==> config.mk <==
export PLATFORM = sky130hd
export DESIGN_NAME = csp_mac
export DESIGN_NICKNAME = d
export VERILOG_FILES = /design/src/hdl/csp_pkg.sv /design/src/hdl/csp_mac.sv
export SDC_FILE = /design/constraint.sdc
export NUM_CORES = 2
export LEC_CHECK = 0
export BUFFER_PORTS_ARGS = -buffer_cell sky130_fd_sc_hd__buf_4
export CAP_MARGIN = 15
export CORE_MARGIN = 2
export CORE_UTILIZATION = 65
export CTS_BUF_LIST = sky130_fd_sc_hd__clkbuf_4
export CTS_CLUSTER_SIZE = 16
export DETAILED_ROUTE_END_ITERATION = 10
export MAX_ROUTING_LAYER = met4
export PLACE_DENSITY_LB_ADDON = 0.25
export SLEW_MARGIN = 0
export SYNTH_ARGS = -nofsm -noshare
export SYNTH_HDL_FRONTEND = slang
export SYNTH_SLANG_ARGS = --single-unit
==> constraint.sdc <==
create_clock -name clk -period 4.95 [get_ports clk]
set_input_delay 0.2475 -clock clk [delete_from_list [all_inputs] [get_ports clk]]
set_output_delay 0.2475 -clock clk [all_outputs]
set_load 0.02 [all_outputs]
==> src/hdl/csp_pkg.sv <==
// Shared types, constants and helpers for the cubic spline evaluator.
// No dependencies; imported by every module of the block but csp_ram.
`timescale 1ns / 1ps
`default_nettype none
package csp_pkg;

	localparam int MAX_KNOTS_DEF = 256;
	localparam int DATA_W        = 32;
	localparam int SEG_W         = 8;
	localparam int CNT_REG_W     = 9;
	localparam int S_TDATA_W     = 200;
	localparam int M_TDATA_W     = 40;
	localparam int CFG_IDX_W     = 2;

	// register indexes on the config port
	localparam logic [CFG_IDX_W-1:0] REG_KNOT_COUNT  = 2'd0;
	localparam logic [CFG_IDX_W-1:0] REG_EXTRAP_MODE = 2'd1;
	localparam logic [CFG_IDX_W-1:0] REG_LEFT_SLOPE  = 2'd2;
	localparam logic [CFG_IDX_W-1:0] REG_RIGHT_SLOPE = 2'd3;

	// req_type codes
	localparam logic REQ_LOAD = 1'b0;
	localparam logic REQ_EVAL = 1'b1;

	// one knot table row, pos in the low bits
	typedef struct packed {
		logic signed [DATA_W-1:0] cub;
		logic signed [DATA_W-1:0] quad;
		logic signed [DATA_W-1:0] lin;
		logic signed [DATA_W-1:0] value;
		logic signed [DATA_W-1:0] pos;
	} knot_row_t;

	localparam int ROW_W = $bits(knot_row_t);

	typedef struct packed {
		logic [CNT_REG_W-1:0]     knot_count;
		logic                     extrap_mode;
		logic signed [DATA_W-1:0] left_slope;
		logic signed [DATA_W-1:0] right_slope;
	} csp_cfg_t;

	typedef enum logic [1:0] {
		MAC_NONE,
		MAC_SUB,
		MAC_MUL,
		MAC_ADD
	} mac_op_t;

	// command to the shared multiply-add unit
	typedef struct packed {
		mac_op_t                  op;
		logic                     clr;
		logic signed [DATA_W-1:0] a;
		logic signed [DATA_W-1:0] b;
	} mac_cmd_t;

	typedef struct packed {
		logic signed [DATA_W-1:0] value;
		logic [SEG_W-1:0]         seg;
		logic                     ovf;
	} csp_result_t;

	// saturate to signed 32 bits; returns {saturated, value}
	function automatic logic [DATA_W:0] sat32(input logic signed [48:0] v);
		logic [DATA_W:0] r;
		if (v > 49'sd2147483647) begin
			r = {1'b1, 32'h7FFF_FFFF};
		end else if (v < -49'sd2147483648) begin
			r = {1'b1, 32'h8000_0000};
		end else begin
			r = {1'b0, v[DATA_W-1:0]};
		end
		return r;
	endfunction

endpackage
`default_nettype wire

==> src/hdl/csp_mac.sv <==
// Shared arithmetic unit: saturating subtract, registered 32x32 multiply,
// and Q16.16 accumulate with saturation. Sticky overflow flag.
// Depends on csp_pkg.
`timescale 1ns / 1ps
`default_nettype none
module csp_mac
	import csp_pkg::*;
(
	input  wire                      clk,
	input  wire                      arst_n,
	input  mac_cmd_t                 cmd,
	output logic signed [DATA_W-1:0] res,
	output logic                     ovf
);

	logic signed [63:0]       prod_q;
	logic signed [DATA_W-1:0] res_q;
	logic                     ovf_q;
	logic signed [48:0]       sum;
	logic [DATA_W:0]          sat_r;

	always_comb begin
		// product is floored by the arithmetic shift
		if (cmd.op == MAC_SUB) begin
			sum = 49'(cmd.a) - 49'(cmd.b);
		end else begin
			sum = 49'(cmd.a) + 49'(prod_q >>> 16);
		end
		sat_r = sat32(sum);
	end

	always_ff @(posedge clk) begin
		if (cmd.op == MAC_MUL) begin
			prod_q <= 64'(cmd.a) * 64'(cmd.b);
		end
		if (cmd.op == MAC_SUB || cmd.op == MAC_ADD) begin
			res_q <= sat_r[DATA_W-1:0];
		end
	end

	always_ff @(posedge clk or negedge arst_n) begin
		if (!arst_n) begin
			ovf_q <= 1'b0;
		end else if (cmd.clr) begin
			ovf_q <= 1'b0;
		end else if (cmd.op == MAC_SUB || cmd.op == MAC_ADD) begin
			ovf_q <= ovf_q | sat_r[DATA_W];
		end
	end

	assign res = res_q;
	assign ovf = ovf_q;

endmodule
`default_nettype wire

======== Word level (Yosys, flattened, before mapping) ========
Cells that the tools add are included.
storage, ports and cells
  register bits ........................... 97
  latch bits .............................. 0
  memory bits (writable) .................. 0
  bits in read-only memories .............. 0
  input port bits ......................... 69
  output and inout bits ................... 33
  word-level logic and storage cells ...... 19
  memories kept ........................... 0
cells by class
  add/subtract/negate cells ............... 2
  multipliers ............................. 1
  div/mod/pow operators ................... 0
  order comparisons ....................... 2
  eq/ne operators ......................... 3
  shift-type cells ........................ 0
  multiplexer cells ....................... 5
  bitwise gates (word level) .............. 1
  reduce and logical (&&, ||, !) cells .... 2
operator list
  kind                                                                            number
  33-bit two-way mux                                                              2
  32-bit by 32-bit multiplier with 64-bit output                                  1
  32-bit by 48-bit adder with 49-bit output                                       1
  49-bit by 32-bit > comparator with 1-bit output, second input constant          1
  49-bit by 32-bit less-than comparator with 1-bit output, second input constant  1
  49-bit two-way mux                                                              1
  32-bit by 32-bit subtractor with 33-bit output                                  1
  2-bit equality test, second input constant                                      2
  2-bit by 1-bit equality test with 1-bit output, second input constant           1
  1-bit two-way mux                                                               2
  2-bit nonzero test                                                              1
  1-bit logical OR                                                                1
  1-bit OR                                                                        1

======== Logic depth before layout (Yosys ltp) ========
  depth after elaboration ................. 8
  mapped depth ............................ 31
  gate-level depth less buffers ........... 30

======== Least setup slack after synthesis ========
No wires, ideal clock.
  path type ............................... input -> register
  start point ............................. in cmd[63] (netlist bit)
  end point ............................... reg prod_q[62], data pin
  setup time .............................. 174 ps
  arrival time ............................ 7,620 ps
  data required time ...................... 4,776 ps
  slack ................................... -2,844 ps
  stages .................................. 27
  buffers on the path ..................... 2
  cell sequence ........................... clkbuf_1 > clkinv_1 > buf_1 > nor2_1 > fa_1 > inv_1 > fa_1 > inv_1 > fa_1 > fa_1 > inv_1 > fa_1 > inv_1 > fa_1 > inv_1 > fa_1 > inv_1 > fa_1 > ha_1 > a21oi_1 > nor2b_1 > nor3b_1 > a31oi_2 > nand4_1 > and4b_1 > o311a_1 > a311oi_1
on the way
  cells in the longest elaborated chain, start to end .. 1
ends and longest elaborated chain
  what                                            line           text
  from (decl)                                     csp_mac.sv:11  input mac_cmd_t cmd,
  32-bit by 32-bit multiplier with 64-bit output  csp_mac.sv:34  prod_q <= 64'(cmd.a) * 64'(cmd.b);
  to (signal assigned)                            csp_mac.sv:34
  to (decl)                                       csp_mac.sv:16  logic signed [63:0] prod_q;
No other way between the ends.
A chain may end at the register's enable or synchronous reset.

======== Worst setup path in the final report ========
  start point ............................. in cmd[3] (netlist bit)
  end point ............................... reg prod_q[62], data pin
The elaborated chain is that of the path after synthesis.

==> out/metrics.csv <==
metric,value,unit
track_usage,40.1,%
antenna_found_initial,7,
seq_area,2430,sq um
maxSlewHeadroom,52.3,%
dieArea,69400,sq um
outcome,finished with violations,
rr_endpoint,ovf,
syn_inst,4684,
fin_crit,7.19,ns
synth.area.top_cells,"fa_1, inv_1, ha_1",
core.rowCount,95,
setup_violations,48,
grt_use_met2,66.7,%
fp.dieH,263,um
synthFlopType,edfxtp_1,
synth_edf_count,80,
met1_usage,46.7,%
async_reset_ff_share,1.23,%
crit_top_cell,fa_1,
cp_top_family,adder cells,
synth_top_family_by_area,adder cells,
cp_slowest_cell,fa_2,
fin_util,76.5,%
synth_fa_ha_area_share,57.9,%
slew_violations,0,
yosys.area.top_type_share,49.6,%
rrSetupSlack,1.00,ns
grt_pass1_vias,38701,
synth_area_leader_cell,fa_1,
ys.warnings.count,0,
most-common-layout-cells,"fa_1, inv_1, nand2_1, buf_4, and2_1",
hold_path.class,in2async,
crit_type,in2reg,
worstMarginPinSlew,0.714,ns
cts.path.max_buffers,2,
grt_pass1_wl,208000,um
cp.required,5.27,ns
synth.area.mux_share,0.117,%
ys_types,96,
grt.busiest_layer,met2,
worstRegToRegCells,14,
htree_num_levels,3,
area_growth_syn_to_layout,17.0,%
critPathMaxStageDelay,0.62,ns
grtUsageMet3,6.20,%
clk_latency,0.49,ns
seq_area_frac_synth,5.55,%
path_clk_slew,0.14,ns
violations,setup timing,
r2r-start,prod_q[44],
portBuffers,101,
drt-initial-drc-count,2872,
syn-num-nets,6127,
synth-compound-area-share,7.62,%
path_buf_inv,4,
dp_hpwl,107000,um
clock-sinks,81,
layout-drive-gt1-share,18.9,%
worst_slack,-2.24,ns
fin_crit_sh,145,%
grt_max_degree,44,
gp_congestion,0.993,
die_x,263,um
start_kind,input pin,
fin_skew,0.0197,ns
rsz0062_at_grt,yes,
wl_per_cell,21.7,um
start_util,65.4,%
core,66900,sq um
cts_tree,built,
root_buffer,clkbuf_4,
fmax,139,MHz
routed_wl,130000,um
routed_via_density,5.81,
yosys.area_share.xor_xnor,2.34,%
synth-simple-area-share,15.3,%
netlist_area,43700,sq um
via_count,34828,
cp_data_arrival_time,7.51,ns
postSynthAreaPerCell,9.34,sq um
route.detailed.drc,0,
ioPinCount,102,
overflow,0,
endpoint_kind,flop,
hold_violations,0,
final_common_cell,fa_1,
multiInputGateArea,37500,sq um
cp_max_fo,10,
cts_buffers,9,
first_pass_iters,10,
fillCellCount,4372,
final_nets,6557,
ys_ff_latch,81,
cap_violations,0,
final_antenna_net_count,0,
[logic make-up after synthesis]
family                     after synthesis
muxes                                    5
and+or+nand+nor                       1338
adders and majority gates             1374
DFF                                     81
xor gates and xnor gates               117
buffers and inverters                 1291
AOI/OAI and AO/OA                      478
[sequential cells by signal, indices dropped and copies added, names as in the netlist]
| name | flops |
|---|---|
| prod_q | 48 |
| res | 32 |
| ovf | 1 |
[metal layers]
layer  up-vias  wire length [um]
li1      14894                 -
met1     17702             46200
met2      1696             64300
met3       536             10500
met4         0              9350
met5         -                 0
[how the worst max path moves through the flow]
| stage | start | slack (ns) | to | cells after the start |
|---|---|---|---|---|
| final | cmd[3] | -2.24 | prod_q[62] | 25 |
| after global routing | cmd[39] | -2.43 | prod_q[62] | 30 |
| after CTS | cmd[3] | -2.14 | prod_q[58] | 29 |
| after detailed placement | cmd[41] | -2.91 | prod_q[62] | 29 |
| after global placement | cmd[41] | -2.78 | prod_q[63] | 30 |
| after floorplan | cmd[63] | -2.42 | prod_q[62] | 27 |
[stage by stage]
| stage | cell area, sq um | TNS [ns] | hold slack (ns) | cells | setup WS [ns] |
|---|---|---|---|---|---|
| final | 51200 | -83.45 | 0.0735 | 5999 | -2.24 |
| after global routing | 51200 | -91.57 | 0.0680 | 5999 | -2.43 |
| after detailed placement | 48900 | -110.44 | 0.0244 | 5888 | -2.91 |
| after global placement | 48900 | -105.61 | 0.0232 | 5888 | -2.78 |
| after floorplan | 44200 | -80.47 | -0.0481 | 4684 | -2.42 |
| after CTS | 50500 | -78.97 | 0.0451 | 5971 | -2.14 |
[synth_stat cells (22+ instances only)]
cell      count
fa_1       1083
inv_1      1057
nand2_1     556
and2_1      465
ha_1        291
clkbuf_1    209
nor2_1      146
a21oi_1     115
edfxtp_1     80
xnor2_1      80
o21ai_0      77
a21o_1       65
xor2_1       37
o21ai_2      32
nor3_1       30
nand4_1      26
nand2b_1     22
[timing repair]
action | CTS | global route
endpoints found under the hold margin | 2 | 0
endpoints found under the setup margin | 48 | 48
setup buffers | 62 | 24
pin swaps | 112 | 80
hold buffers | 2 | 0
resized for setup | 199 | 143
cloned | 5 | 1
[worst reg2reg max path, stage by stage (launching register included)]
cell and delay (ns):
edfxtp_1 0.44, ha_1 0.53, nand3_1 0.17, nor4_2 0.50
o21ai_1 0.13, a31oi_1 0.30, o2bb2ai_1 0.21, o21bai_2 0.16
xnor2_1 0.14, or4_4 0.57, o21ai_2 0.16, a31oi_4 0.11
buf_12 0.18, o21ai_1 0.17, a21oi_1 0.09
[final cells by class]
class,instances,area share (%)
diodes,7,0.0342
clock buffers,9,0.132
clock inverters,7,0.105
inverters,1059,7.82
multi-input cells,3312,73.2
flip-flops and latches,81,4.74
well taps,873,2.13
repair buffers,651,11.8
Power is not shown: default switching activity piles up to over one toggle a cycle in this logic, so the estimate is an artifact.
