### src/hdl/csp_pkg.sv
// Shared types, constants and helpers for the cubic spline evaluator.
// No dependencies; imported by every module of the block but csp_ram.
`timescale 1ns / 1ps
`default_nettype none
package csp_pkg;

	localparam int MAX_KNOTS_DEF = 256;
	localparam int DATA_W        = 32;
	localparam int SEG_W         = 8;
	localparam int CNT_REG_W     = 9;
	localparam int S_TDATA_W     = 200;
	localparam int M_TDATA_W     = 40;
	localparam int CFG_IDX_W     = 2;

	// register indexes on the config port
	localparam logic [CFG_IDX_W-1:0] REG_KNOT_COUNT  = 2'd0;
	localparam logic [CFG_IDX_W-1:0] REG_EXTRAP_MODE = 2'd1;
	localparam logic [CFG_IDX_W-1:0] REG_LEFT_SLOPE  = 2'd2;
	localparam logic [CFG_IDX_W-1:0] REG_RIGHT_SLOPE = 2'd3;

	// req_type codes
	localparam logic REQ_LOAD = 1'b0;
	localparam logic REQ_EVAL = 1'b1;

	// one knot table row, pos in the low bits
	typedef struct packed {
		logic signed [DATA_W-1:0] cub;
		logic signed [DATA_W-1:0] quad;
		logic signed [DATA_W-1:0] lin;
		logic signed [DATA_W-1:0] value;
		logic signed [DATA_W-1:0] pos;
	} knot_row_t;

	localparam int ROW_W = $bits(knot_row_t);

	typedef struct packed {
		logic [CNT_REG_W-1:0]     knot_count;
		logic                     extrap_mode;
		logic signed [DATA_W-1:0] left_slope;
		logic signed [DATA_W-1:0] right_slope;
	} csp_cfg_t;

	typedef enum logic [1:0] {
		MAC_NONE,
		MAC_SUB,
		MAC_MUL,
		MAC_ADD
	} mac_op_t;

	// command to the shared multiply-add unit
	typedef struct packed {
		mac_op_t                  op;
		logic                     clr;
		logic signed [DATA_W-1:0] a;
		logic signed [DATA_W-1:0] b;
	} mac_cmd_t;

	typedef struct packed {
		logic signed [DATA_W-1:0] value;
		logic [SEG_W-1:0]         seg;
		logic                     ovf;
	} csp_result_t;

	// saturate to signed 32 bits; returns {saturated, value}
	function automatic logic [DATA_W:0] sat32(input logic signed [48:0] v);
		logic [DATA_W:0] r;
		if (v > 49'sd2147483647) begin
			r = {1'b1, 32'h7FFF_FFFF};
		end else if (v < -49'sd2147483648) begin
			r = {1'b1, 32'h8000_0000};
		end else begin
			r = {1'b0, v[DATA_W-1:0]};
		end
		return r;
	endfunction

endpackage
`default_nettype wire

### src/hdl/csp_seq.sv
// Evaluation sequencer: last-segment check, binary search over the knot RAM,
// end checks and Horner steps issued to the shared multiply-add unit.
// Depends on csp_pkg.
`timescale 1ns / 1ps
`default_nettype none
module csp_seq
	import csp_pkg::*;
#(
	parameter int MAX_KNOTS = MAX_KNOTS_DEF
) (
	input  wire                             clk,
	input  wire                             arst_n,
	input  wire                             start,
	input  wire signed [DATA_W-1:0]         point,
	input  csp_cfg_t                        cfg,
	input  wire                             out_free,
	output logic                            idle,
	output logic                            res_valid,
	output csp_result_t                     result,
	output logic [$clog2(MAX_KNOTS)-1:0]    raddr,
	input  wire [ROW_W-1:0]                 rdata,
	output mac_cmd_t                        cmd,
	input  wire signed [DATA_W-1:0]         mac_res,
	input  wire                             mac_ovf
);

	localparam int IDX_W = $clog2(MAX_KNOTS);
	localparam int CNT_W = $clog2(MAX_KNOTS + 1);

	typedef enum logic [3:0] {
		ST_IDLE,
		ST_CHK0,
		ST_CHK1,
		ST_PROBE,
		ST_END0,
		ST_END1,
		ST_ROW,
		ST_DXC,
		ST_ADD,
		ST_MUL,
		ST_FIN
	} state_t;

	state_t                   state_q, state_d;
	logic [IDX_W-1:0]         raddr_q;
	logic [CNT_W-1:0]         lo_q, hi_q, k_q;
	logic [IDX_W-1:0]         i_q;
	logic [SEG_W-1:0]         last_seg_q;
	logic signed [DATA_W-1:0] u_q;
	logic signed [DATA_W-1:0] dx_q;
	logic                     left_q, right_q;
	logic [1:0]               stage_q;

	knot_row_t                rrow;
	logic [31:0]              n_wide;
	logic [CNT_W-1:0]         n_c;
	logic                     hit_ok, nxt_ok;
	logic                     u_lt_pos, pos_lt_u;
	logic                     search_on, more, found;
	logic [CNT_W-1:0]         sel_lo, sel_hi, kmid;
	logic [CNT_W:0]           lohi;
	logic [IDX_W-1:0]         last_idx, found_i;

	assign rrow     = knot_row_t'(rdata);
	assign u_lt_pos = u_q < rrow.pos;
	assign pos_lt_u = rrow.pos < u_q;
	assign last_idx = IDX_W'(last_seg_q);

	// knot count in use: 0 acts as 1, clipped to the table depth
	always_comb begin
		if (cfg.knot_count == '0) begin
			n_wide = 32'd1;
		end else if (32'(cfg.knot_count) > 32'(MAX_KNOTS)) begin
			n_wide = 32'(MAX_KNOTS);
		end else begin
			n_wide = 32'(cfg.knot_count);
		end
	end
	assign n_c    = CNT_W'(n_wide);
	assign hit_ok = 32'(last_seg_q) < n_wide;
	assign nxt_ok = (32'(last_seg_q) + 32'd1) < n_wide;

	always_comb begin
		search_on = (state_q == ST_IDLE && start && !hit_ok) ||
			(state_q == ST_CHK0 && u_lt_pos) ||
			(state_q == ST_CHK1 && pos_lt_u) ||
			(state_q == ST_PROBE);
		if (state_q == ST_PROBE) begin
			sel_lo = u_lt_pos ? lo_q : k_q;
			sel_hi = u_lt_pos ? k_q : hi_q;
		end else begin
			sel_lo = '0;
			sel_hi = n_c;
		end
		lohi  = (CNT_W+1)'(sel_lo) + (CNT_W+1)'(sel_hi);
		kmid  = lohi[CNT_W:1];
		more  = (CNT_W+1)'(sel_hi) > ((CNT_W+1)'(sel_lo) + (CNT_W+1)'(1));
		found = (search_on && !more) ||
			(state_q == ST_CHK0 && !u_lt_pos && !nxt_ok) ||
			(state_q == ST_CHK1 && !pos_lt_u);
		found_i = search_on ? IDX_W'(sel_lo) : last_idx;
	end

	always_comb begin
		state_d = state_q;
		raddr   = raddr_q;
		cmd     = '0;
		cmd.op  = MAC_NONE;
		unique case (state_q)
			ST_IDLE: begin
				cmd.clr = start;
				if (start && hit_ok) begin
					raddr   = last_idx;
					state_d = ST_CHK0;
				end
			end
			ST_CHK0: begin
				if (!u_lt_pos && nxt_ok) begin
					raddr   = IDX_W'(32'(last_seg_q) + 32'd1);
					state_d = ST_CHK1;
				end
			end
			ST_CHK1, ST_PROBE: begin
			end
			ST_END0: begin
				raddr   = IDX_W'(n_wide - 32'd1);
				state_d = ST_END1;
			end
			ST_END1: begin
				raddr   = i_q;
				state_d = ST_ROW;
			end
			ST_ROW: begin
				cmd.op  = MAC_SUB;
				cmd.a   = u_q;
				cmd.b   = rrow.pos;
				state_d = ST_DXC;
			end
			ST_DXC: begin
				cmd.op = MAC_MUL;
				cmd.a  = mac_res;
				if (left_q) begin
					cmd.b = cfg.left_slope;
				end else if (right_q) begin
					cmd.b = cfg.right_slope;
				end else begin
					cmd.b = rrow.cub;
				end
				state_d = ST_ADD;
			end
			ST_ADD: begin
				cmd.op = MAC_ADD;
				unique case (stage_q)
					2'd0:    cmd.a = rrow.quad;
					2'd1:    cmd.a = rrow.lin;
					default: cmd.a = rrow.value;
				endcase
				state_d = (stage_q == 2'd2) ? ST_FIN : ST_MUL;
			end
			ST_MUL: begin
				cmd.op  = MAC_MUL;
				cmd.a   = dx_q;
				cmd.b   = mac_res;
				state_d = ST_ADD;
			end
			ST_FIN: begin
				if (out_free) begin
					state_d = ST_IDLE;
				end
			end
			default: state_d = ST_IDLE;
		endcase
		if (search_on && more) begin
			raddr   = IDX_W'(kmid);
			state_d = ST_PROBE;
		end else if (found) begin
			raddr   = cfg.extrap_mode ? '0 : found_i;
			state_d = cfg.extrap_mode ? ST_END0 : ST_ROW;
		end
	end

	always_ff @(posedge clk or negedge arst_n) begin
		if (!arst_n) begin
			state_q    <= ST_IDLE;
			raddr_q    <= '0;
			last_seg_q <= '0;
			left_q     <= 1'b0;
			right_q    <= 1'b0;
			stage_q    <= 2'd0;
			lo_q       <= '0;
			hi_q       <= '0;
			k_q        <= '0;
			i_q        <= '0;
		end else begin
			state_q <= state_d;
			raddr_q <= raddr;
			if (state_q == ST_IDLE && start) begin
				left_q  <= 1'b0;
				right_q <= 1'b0;
			end
			if (search_on) begin
				lo_q <= sel_lo;
				hi_q <= sel_hi;
				k_q  <= kmid;
			end
			if (found) begin
				i_q <= found_i;
			end
			if (state_q == ST_END0) begin
				left_q <= u_lt_pos;
			end
			if (state_q == ST_END1) begin
				right_q <= pos_lt_u;
			end
			if (state_q == ST_DXC) begin
				stage_q <= (left_q || right_q) ? 2'd2 : 2'd0;
			end else if (state_q == ST_ADD) begin
				stage_q <= stage_q + 2'd1;
			end
			if (state_q == ST_FIN && out_free) begin
				last_seg_q <= SEG_W'(i_q);
			end
		end
	end

	// payload holding registers
	always_ff @(posedge clk) begin
		if (state_q == ST_IDLE && start) begin
			u_q <= point;
		end
		if (state_q == ST_DXC) begin
			dx_q <= mac_res;
		end
	end

	assign idle         = (state_q == ST_IDLE);
	assign res_valid    = (state_q == ST_FIN);
	assign result.value = mac_res;
	assign result.seg   = SEG_W'(i_q);
	assign result.ovf   = mac_ovf;

endmodule
`default_nettype wire

### config.mk
export PLATFORM = sky130hd
export DESIGN_NAME = csp_seq
export DESIGN_NICKNAME = d
export VERILOG_FILES = /design/src/hdl/csp_pkg.sv /design/src/hdl/csp_seq.sv
export SDC_FILE = /design/constraint.sdc
export NUM_CORES = 1
export LEC_CHECK = 0
export CAP_MARGIN = 0
export CORE_AREA = 2 2 163 165
export CTS_CLUSTER_SIZE = 20
export DETAILED_ROUTE_END_ITERATION = 10
export DIE_AREA = 0 0 165 167
export DONT_BUFFER_PORTS = 1
export GPL_TIMING_DRIVEN = 0
export HOLD_SLACK_MARGIN = 0.05
export PLACE_DENSITY = 0.5
export REMOVE_ABC_BUFFERS = 1
export SYNTH_ARGS = -nofsm -noshare
export SYNTH_HDL_FRONTEND = slang
export SYNTH_SLANG_ARGS = --single-unit
### constraint.sdc
create_clock -name clk -period 6.4 [get_ports clk]
set_input_delay 0.64 -clock clk [delete_from_list [all_inputs] [get_ports clk]]
set_output_delay 0.64 -clock clk [all_outputs]
set_load 0.01 [all_outputs]
Word-level counts from Yosys, hierarchy flattened
Cells that the tools add are included.
Word-level totals
  register bits after elaboration: 123
  input port bits: 303
  word-level logic and storage cells: 105
Cells by class
  $add $sub $neg: 5
  order comparisons: 6
  equal/unequal tests: 16
  mux-type cells: 34
  reductions and logical operators: 32
Operator list (count)
  32-bit case mux with 4 select lines: 1
  32-bit case mux with 3 select lines: 1
  32-bit less-than comparator: 2
  32-bit 2-to-1 mux: 2
  32-bit case mux with 2 select lines: 1
  9-bit 2-to-1 mux: 6
  8-bit 2-to-1 mux: 6
  4-bit case mux with 9 select lines: 1
  8-bit by 32-bit less-than comparator with 1-bit output: 1
  9-bit by 32-bit less-than comparator with 1-bit output: 1
  8-bit case mux with 4 select lines: 1
  4-bit 2-to-1 mux: 5
  4-bit by 3-bit equality test with 1-bit output, second input constant: 4
  4-bit equality test, second input constant: 3
  1-bit logical AND: 12
  9-bit by 1-bit adder with 10-bit output, second input constant: 1
  9-bit by 9-bit adder with 10-bit output: 1
  9-bit by 10-bit > comparator with 1-bit output: 1
  2-bit 2-to-1 mux: 5
  8-bit by 1-bit adder with 9-bit output, second input constant: 1
  9-bit > comparator, second input constant: 1
  9-bit logical NOT: 1
  4-bit by 2-bit equality test with 1-bit output, second input constant: 2
  4-bit by 2-bit != test with 1-bit output, second input constant: 2
  other kinds (16): 31

Depth between registers and ports, before layout
Gate-level depths: netlist (run 1).
  word-level depth: 14
  mapped depth: 24

Least setup slack after synthesis (run 1)
Ideal clock, no wire load.
  kind: input-to-output
  from: input rdata[23]
  to: output raddr[5]
  arrival: 5.394 ns
  required time: 5.760 ns
  slack: 0.366 ns
  stages on the path: 22
  buffers on the path: 2
  cell sequence: ha_1 > a21oi_1 > o21ai_0 > a221oi_1 > nand3_1 > o211ai_1 > buf_2 > buf_2 > nand2_1 > a21oi_1 > ha_1 > nand4_1 > xor2_1 > ha_1 > a21o_1 > a21oi_1 > nand2b_1 > o21ai_0 > inv_1 > a211oi_4 > o21ai_1 > o311ai_1
On the way
  longest elaborated chain between the ends: 11
  elaborated cells between the ends (all ways): 31
  classes of those cells: 2 x add/sub; 3 x order compare; 10 x mux; 16 x reduce/logical
RTL lines
  start: declaration: line csp_seq.sv:21  | input wire [ROW_W-1:0] rdata,
  32-bit less-than comparator *: line csp_seq.sv:65  | assign u_lt_pos = u_q < rrow.pos;
  9-bit 2-to-1 mux *: line csp_seq.sv:89  | sel_lo = u_lt_pos ? lo_q : k_q;
  9-bit 2-to-1 mux *: line csp_seq.sv:88  | if (state_q == ST_PROBE) begin
  named net sel_lo[1]: line csp_seq.sv:60  | logic [CNT_W-1:0] sel_lo, sel_hi, kmid;
  9-bit by 1-bit adder with 10-bit output: line csp_seq.sv:97  | more = (CNT_W+1)'(sel_hi) > ((CNT_W+1)'(sel_lo) + (CNT_W+1)'(1));
  9-bit by 10-bit > comparator with 1-bit output: line csp_seq.sv:97
  1-bit logical NOT: line csp_seq.sv:98  | found = (search_on && !more) ||
  1-bit logical AND: line csp_seq.sv:98
  1-bit logical OR: line csp_seq.sv:98
  1-bit logical OR: line csp_seq.sv:99  | (state_q == ST_CHK0 && !u_lt_pos && !nxt_ok) ||
  8-bit 2-to-1 mux: line csp_seq.sv:176  | end else if (found) begin
  8-bit 2-to-1 mux *: line csp_seq.sv:173  | if (search_on && more) begin
  end: declaration: line csp_seq.sv:20  | output logic [$clog2(MAX_KNOTS)-1:0] raddr,
Mark *: on every way through the listed nets, which the timed path passes. The rest lies on a longest branch.

Worst setup path after layout (run 1)
  from: register u_q[31]
  to: output raddr[5]
On the way
  longest elaborated chain between the ends: 11
  elaborated cells between the ends (all ways): 31
  classes of those cells: 2 x add/sub; 3 x order compare; 10 x mux; 16 x reduce/logical
RTL lines
  start: declaration: line csp_seq.sv:49  | logic signed [DATA_W-1:0] u_q;
  start signal: assignment: line csp_seq.sv:229  | u_q <= point;
  32-bit less-than comparator *: line csp_seq.sv:65
  9-bit 2-to-1 mux *: line csp_seq.sv:89
  9-bit 2-to-1 mux *: line csp_seq.sv:88
  named net sel_lo[0]: line csp_seq.sv:60
  9-bit by 1-bit adder with 10-bit output: line csp_seq.sv:97
  9-bit by 10-bit > comparator with 1-bit output: line csp_seq.sv:97
  1-bit logical NOT: line csp_seq.sv:98
  1-bit logical AND: line csp_seq.sv:98
  1-bit logical OR: line csp_seq.sv:98
  1-bit logical OR: line csp_seq.sv:99
  8-bit 2-to-1 mux: line csp_seq.sv:176
  8-bit 2-to-1 mux *: line csp_seq.sv:173
Marked as above.

==> results.yml, run 1 <==
cts:
  cts_num_sinks: 123
  h-tree-depth: 4
  root_buffer: "clkbuf_16"
  clkLatencyLatePin_ps: 430
  cts_tree: "yes"
  max-clock-path-buffers: 2
  cts_inserted_buffers: 17
  clkTransAtPathRegs_ps: 60
place:
  place_ws_ps: -1520
  port-buffer-count: 0
  dp.cells: 1401
  gp_congestion: 0.949
  dp_hpwl_um: 31400
global_route:
  grt_pass1_vias: 8768
  grt_pass1_wl_um: 58600
  grt_overflow: 0
  antenna_found_initial: 12
  grt_start_max_net_pins: 60
  grt_usage: 0.289
routing:
  wire_per_inst_um: 28.2
  drt-initial-drc-count: 917
  routed_wirelength_um: 41300
  detail-route-antenna-nets: 0
  vias: 9318
  drc: 0
  drtPass1Iterations: 7
  avgViaCountPerCell: 6.36
die:
  core_area_mm2: 0.0258
  dieArea_mm2: 0.0276
  die_x_um: 165
  boundaryPins: 421
  chipHeight_um: 167
  row_count: 59
  start_util: 0.390
layout:
  fin_nets: 1488
  seqCellArea_mm2: 0.00340
  area_growth_pct: 13.0
  nFillCells: 2577
  final-instance-count-excl-fill: 1466
  fin_util: 0.441
  multi_input_area_mm2: 0.00627
  drive_above_1_share: 0.133
sta:
  finalClockSkew_ps: 10.6
  finalSetupViolCount: 0
  rsz0062_at_grt: "false"
  hold_viol: 0
  timing.final.ws_setup_ps: 248
  worstMarginPinSlew_ps: 1090
  tns_ps: 0
  max_slew_margin: 0.267
  max_freq_ghz: 0.163
  slew_violations: 0
  period_needed_ps: 6150
  fin_crit_sh: 0.961
synthesis:
  synth_edf_count: 64
  ys_seq_area_frac: 0.338
  synth.area.mux_share: 0.0546
  synth-simple-area-share: 0.139
  ys_top_cells_by_count: "a21oi_1 (122), nand2_1 (104), o21ai_0 (94)"
  ys_top_cells_by_area: "edfxtp_1 (19%), dfrtp_1 (15%), ha_1 (8.8%)"
  syn-mean-instance-area_um2: 8.68
  ys_types: 72
  synth_top_family_by_area: "compound AO/OA/AOI/OAI gates"
  synth_top_area_frac: 0.191
  synth_top_flop_cell: "edfxtp_1"
  synth_compound_area_frac: 0.280
  ys_ff_latch: 123
  yosysWarningCount: 0
  synth_cells: 1157
  synthAdderAreaFrac: 0.0905
  async_reset_ff_frac: 0.480
  syn_area_mm2: 0.0100
  synthXorXnorAreaFrac: 0.0209
  yosysMostFrequentCell: "a21oi_1"
  synth_top_area_cell: "edfxtp_1"
job:
  cap_violations: 0
power_and_ir_drop:
  ir_worst_vdd_uv: 165
  p_leak_nw: 4.53
  p_per_area_mw_per_mm2: 440
critical_path:
  crit_fanout: 16
  crit_type: "register to primary output"
  arrival_ps: 5510
  start_kind: "register"
  critPathCaptureType: "primary output"
  crit_required_ps: 5760
status:
  status: "complete, no violations"
hold_path:
  min_path_type: "input port to async pin"
==> sequential cells by signal (all words and copies together) (netlist names) <==
signal,cells
dx_q,32
u_q,32
hi_q,9
k_q,9
lo_q,9
i_q,8
last_idx,8
raddr_q,8
state_q,4
stage_q,2
left_q,1
right_q,1
==> path summary, 6_finish.rpt <==
check	to	slack (ps)	from	depth (start not counted)
worst max-delay path	raddr[5]	250	u_q[31]	24
worst min-delay path	lo_q[0]	80	arst_n	1
worst max register to register	i_q[7]	1110	u_q[31]	25
worst min register to register	hi_q[1]	460	hi_q[1]	2
max in group asynchronous	right_q	6020	arst_n	1
min in group clk	u_q[7]	300	point[7]	0
==> layer usage <==
layer	global-route usage	up-vias	routed length (µm)
li1	-	4257	-
met1	0.359	4572	16800
met2	0.467	414	19700
met3	0.107	63	3910
met4	0.0820	12	805
met5	0.00545	-	87
==> metrics by stage <==
| step | instance area [µm²] | total power [mW] | hold WS (ps) |
|---|---|---|---|
| 3_3_place_gp | 9920 | 3.68 | 348 |
| 2_1_floorplan | 9500 | 2.98 | 344 |
| 3_5_place_dp | 10100 | 3.77 | 348 |
| 5_1_grt | 11300 | 5.33 | 101 |
| 4_1_cts | 11100 | 4.94 | 93.9 |
| 6_report | 11400 | 4.99 | 81.8 |
==> cells by family (layout without fill, tap and decap cells) <==
group,after synthesis,in the layout
AO/OA/AOI/OAI,423,423
XOR/XNOR,24,24
adder cells (fa/ha/maj),72,72
buffers and inverters,165,133
flip-flops,123,123
multiplexers,52,52
other,0,5
AND/OR/NAND/NOR,298,299
==> timing repair <==
item	4_1_cts	5_1_grt
endpoints found under the hold margin	59	0
resized for setup	41	28
endpoints found under the setup margin	27	8
cloned	1	0
buffers inserted	17	10
pin swaps	13	21
hold buffers	1	0
==> power breakdown <==
group          leakage (nW)  internal, mW  switching (mW)
logic                  2.89         0.960            1.71
clock network         0.290         0.620           0.370
registers              1.35          1.07           0.261
total                  4.53          2.65            2.34
==> critical path, stage by stage (launching register included) <==
cell      delay, ps
edfxtp_1        350
inv_1            70
ha_4            370
nand4_1         110
buf_4           180
nor4_4          350
nand2_1         230
o211ai_1        210
buf_4           170
buf_6           190
mux2i_4         300
nor2_4           80
ha_4            220
buf_4           140
xnor2_1         180
ha_1            280
o21a_1          110
o21ai_1         150
a21oi_2         100
o211ai_1        290
o31ai_4         130
a211oi_4        170
buf_6           160
o21ai_4          90
o311ai_4        440
==> placed cells by master, fill, tap and decap left out, types with 6 or more instances in the layout <==
cell type	n
a21o_1	20
a21oi_1	110
a21oi_2	9
a222oi_1	32
a22o_1	32
a22oi_1	36
a31oi_1	11
buf_4	26
buf_6	7
clkbuf_16	17
dfrtp_1	57
edfxtp_1	64
ha_1	63
inv_1	58
mux2_2	10
mux2i_1	38
nand2_1	104
nand2b_1	9
nand3_1	20
nand4_1	18
nor2_1	73
nor2b_1	13
nor3_1	15
o211ai_1	7
o21a_1	6
o21ai_0	88
o21bai_1	6
xnor2_1	13
xor2_1	11
==> layout make-up <==
type / count / share of cell area
timing repair buffer: 41 / 0.0391
clock buffer: 23 / 0.0403
clock inverter: 9 / 0.0108
sequential: 123 / 0.300
inverter: 60 / 0.0200
multi-input combinational: 870 / 0.552
tap: 335 / 0.0369
antenna: 5 / 0.00110
Note: power is estimated with default switching activity, not from simulation.
==> run 2: changes to the inputs <==
--- a/config.mk
+++ b/config.mk
@@ -6,6 +6,8 @@
 export NUM_CORES = 1
 export LEC_CHECK = 0
 export CAP_MARGIN = 0
+export CELL_PAD_IN_SITES_DETAIL_PLACEMENT = 1
+export CELL_PAD_IN_SITES_GLOBAL_PLACEMENT = 1
 export CORE_AREA = 2 2 163 165
 export CTS_CLUSTER_SIZE = 20
 export DETAILED_ROUTE_END_ITERATION = 10
@@ -13,7 +15,7 @@
 export DONT_BUFFER_PORTS = 1
 export GPL_TIMING_DRIVEN = 0
 export HOLD_SLACK_MARGIN = 0.05
-export PLACE_DENSITY = 0.5
+export PLACE_DENSITY = 0.67
 export REMOVE_ABC_BUFFERS = 1
 export SYNTH_ARGS = -nofsm -noshare
 export SYNTH_HDL_FRONTEND = slang
==> results.yml, run 2 (synthesized netlist as in run 1, its figures left out) <==
critical_path:
  crit_type: "register to primary output"
  crit_fanout: 10
  critPathCaptureType: "primary output"
  cp_top_family: "compound AO/OA/AOI/OAI gates"
  path_buf_inv: 4
  critPathMaxStageDelay_ps: 440
  crit_chain: "inv_1 > ha_1 > nand4_4 > or3_1 > a21o_4 > a31oi_4 > o211ai_1 > buf_6 > buf_6 > or2_2 > a21oi_4 > nand3_1 > xor2_1 > ha_1 > a21o_1 > a21oi_2 > nand2b_1 > o211ai_1 > o31ai_4 > a211oi_4 > buf_6 > o21ai_4 > o311ai_4"
  cp_common_cell: "buf_6"
  arrival_ps: 5530
  start_kind: "register"
  r2r_slack_ps: 1040
  crit_slowest_cell: "o311ai_4"
  crit_required_ps: 5760
layout:
  layout_commonest_cell: "a21oi_1"
  seqCellArea_mm2: 0.00340
  area_growth_pct: 11.6
  fin_nets: 1480
  final_cell_mix: "a21oi_1 (116), nand2_1 (102), o21ai_0 (91), nor2_1 (73), ha_1 (66)"
  top_regs: "dx_q x32, u_q x32"
  final-instance-count-excl-fill: 1460
  drive_above_1_share: 0.118
  multi_input_area_mm2: 0.00620
  nFillCells: 2989
power_and_ir_drop:
  p_int_mw: 2.56
  switching_share: 0.480
  ir_worst_vdd_uv: 241
  p_comb_frac: 0.540
  p_sw_mw: 2.36
  p_leak_nw: 4.48
  finalPower_mw: 4.92
  p_per_area_mw_per_mm2: 439
  seq_power_share: 0.271
  pwr-share-clk: 0.189
routing:
  vias: 9528
  drtPass1Iterations: 7
  detail-route-antenna-nets: 0
  drt-initial-drc-count: 820
  drc: 0
  wire_per_inst_um: 29.1
  avgViaCountPerCell: 6.53
  routed_wirelength_um: 42500
die:
  core_area_mm2: 0.0258
  chipHeight_um: 167
  dieArea_mm2: 0.0276
  start_util: 0.390
  die_x_um: 165
  boundaryPins: 421
  row_count: 59
cts:
  cts_inserted_buffers: 17
  max-clock-path-buffers: 2
  cts_num_sinks: 123
  cts_tree: "yes"
  root_buffer: "clkbuf_16"
  clkLatencyLatePin_ps: 430
  clkTransAtPathRegs_ps: 70
  h-tree-depth: 4
sta:
  finalClockSkew_ps: 9.25
  timing.final.ws_setup_ps: 232
  fin_crit_sh: 0.964
  max_slew_margin: 0.268
  slew_violations: 0
  finalSetupViolCount: 0
  worstMarginPinSlew_ps: 1090
  hold_viol: 0
  hold_ws_ps: 69.7
  rsz0062_at_grt: "false"
  max_freq_ghz: 0.162
  period_needed_ps: 6170
place:
  dp.cells: 1399
  port-buffer-count: 0
  dp_hpwl_um: 32300
  place_ws_ps: -1110
  gp_congestion: 0.866
global_route:
  antenna_found_initial: 8
  grt_pass1_vias: 9447
  grt_pass1_wl_um: 61400
  grt_overflow: 0
  grt_usage: 0.299
  grt_start_max_net_pins: 60
hold_path:
  min_path_type: "input port to async pin"
job:
  cap_violations: 0
status:
  status: "complete, no violations"
[run 2: cell types whose count changed in the layout (fill, tap and decap cells not counted), sizes merged]
cell and change:
or2 -1, diode +2, inv +1, clkinvlp +2
buf -7, bufinv -3
[run 2: worst reg2reg max path, delay by kind of cell, from the launching register on]
| kind | cells | cell delay (ps) |
|---|---|---|
| AO/OA/AOI/OAI | 9 | 1690 |
| XOR/XNOR | 1 | 200 |
| adder cells (fa/ha/maj) | 2 | 650 |
| buffers and inverters | 5 | 680 |
| flip-flops | 1 | 400 |
| multiplexers | 1 | 320 |
| AND/OR/NAND/NOR | 6 | 1270 |
[run 2: power groups by stage]
| stage | Clock (mW) | Sequential (mW) | Combinational [mW] |
|---|---|---|---|
| after floorplan | 0 | 1.29 | 1.69 |
| after global placement | 0 | 1.39 | 2.28 |
| after detailed placement | 0 | 1.34 | 2.44 |
| after CTS | 0.953 | 1.33 | 2.58 |
| after global routing | 0.977 | 1.36 | 2.92 |
| final | 0.931 | 1.33 | 2.66 |
[run 2: final cells by class]
| class | count | share of cell area |
|---|---|---|
| Tap cell | 335 | 0.0374 |
| Sequential cell | 123 | 0.303 |
| Inverter | 60 | 0.0202 |
| Multi-Input combinational cell | 869 | 0.553 |
| Clock buffer | 23 | 0.0447 |
| Clock inverter | 9 | 0.00514 |
| Timing Repair Buffer | 34 | 0.0345 |
| Antenna cell | 7 | 0.00156 |
[run 2: through the flow]
| step | area, µm² | util | setup TNS, ps |
|---|---|---|---|
| after CTS | 11000 | 0.428 | 0 |
| after global routing | 11200 | 0.435 | 0 |
| after global placement | 9920 | 0.385 | -197390 |
| after floorplan | 9500 | - | -2110 |
| after detailed placement | 10100 | 0.393 | -11230 |
| final | 11200 | 0.435 | 0 |
[run 2: metal layers]
layer / track usage / part of all wire / up-vias
li1: - / - / 4250
met1: 0.379 / 0.41 / 4820
met2: 0.485 / 0.48 / 395
met3: 0.0919 / 0.087 / 63
met4: 0.0994 / 0.028 / 0
met5: 0 / 0 / -
[run 2: worst paths after layout]
check                           from  cells after the start       end
hold / removal                arst_n                      1   hi_q[1]
setup / recovery             u_q[12]                     23  raddr[5]
min in group clk           point[10]                      0   u_q[10]
max in group asynchronous     arst_n                      1   right_q
setup reg to reg             u_q[12]                     24    i_q[7]
hold reg to reg              hi_q[8]                      2   hi_q[8]
[run 2: timing repair]
| action | 4_1_cts | 5_1_grt |
|---|---|---|
| pin swaps | 8 | 10 |
| buffers inserted | 11 | 9 |
| setup endpoints to repair | 21 | 7 |
| gates resized for setup | 41 | 14 |
| hold endpoints to repair | 59 | 0 |
| hold buffers | 1 | 0 |
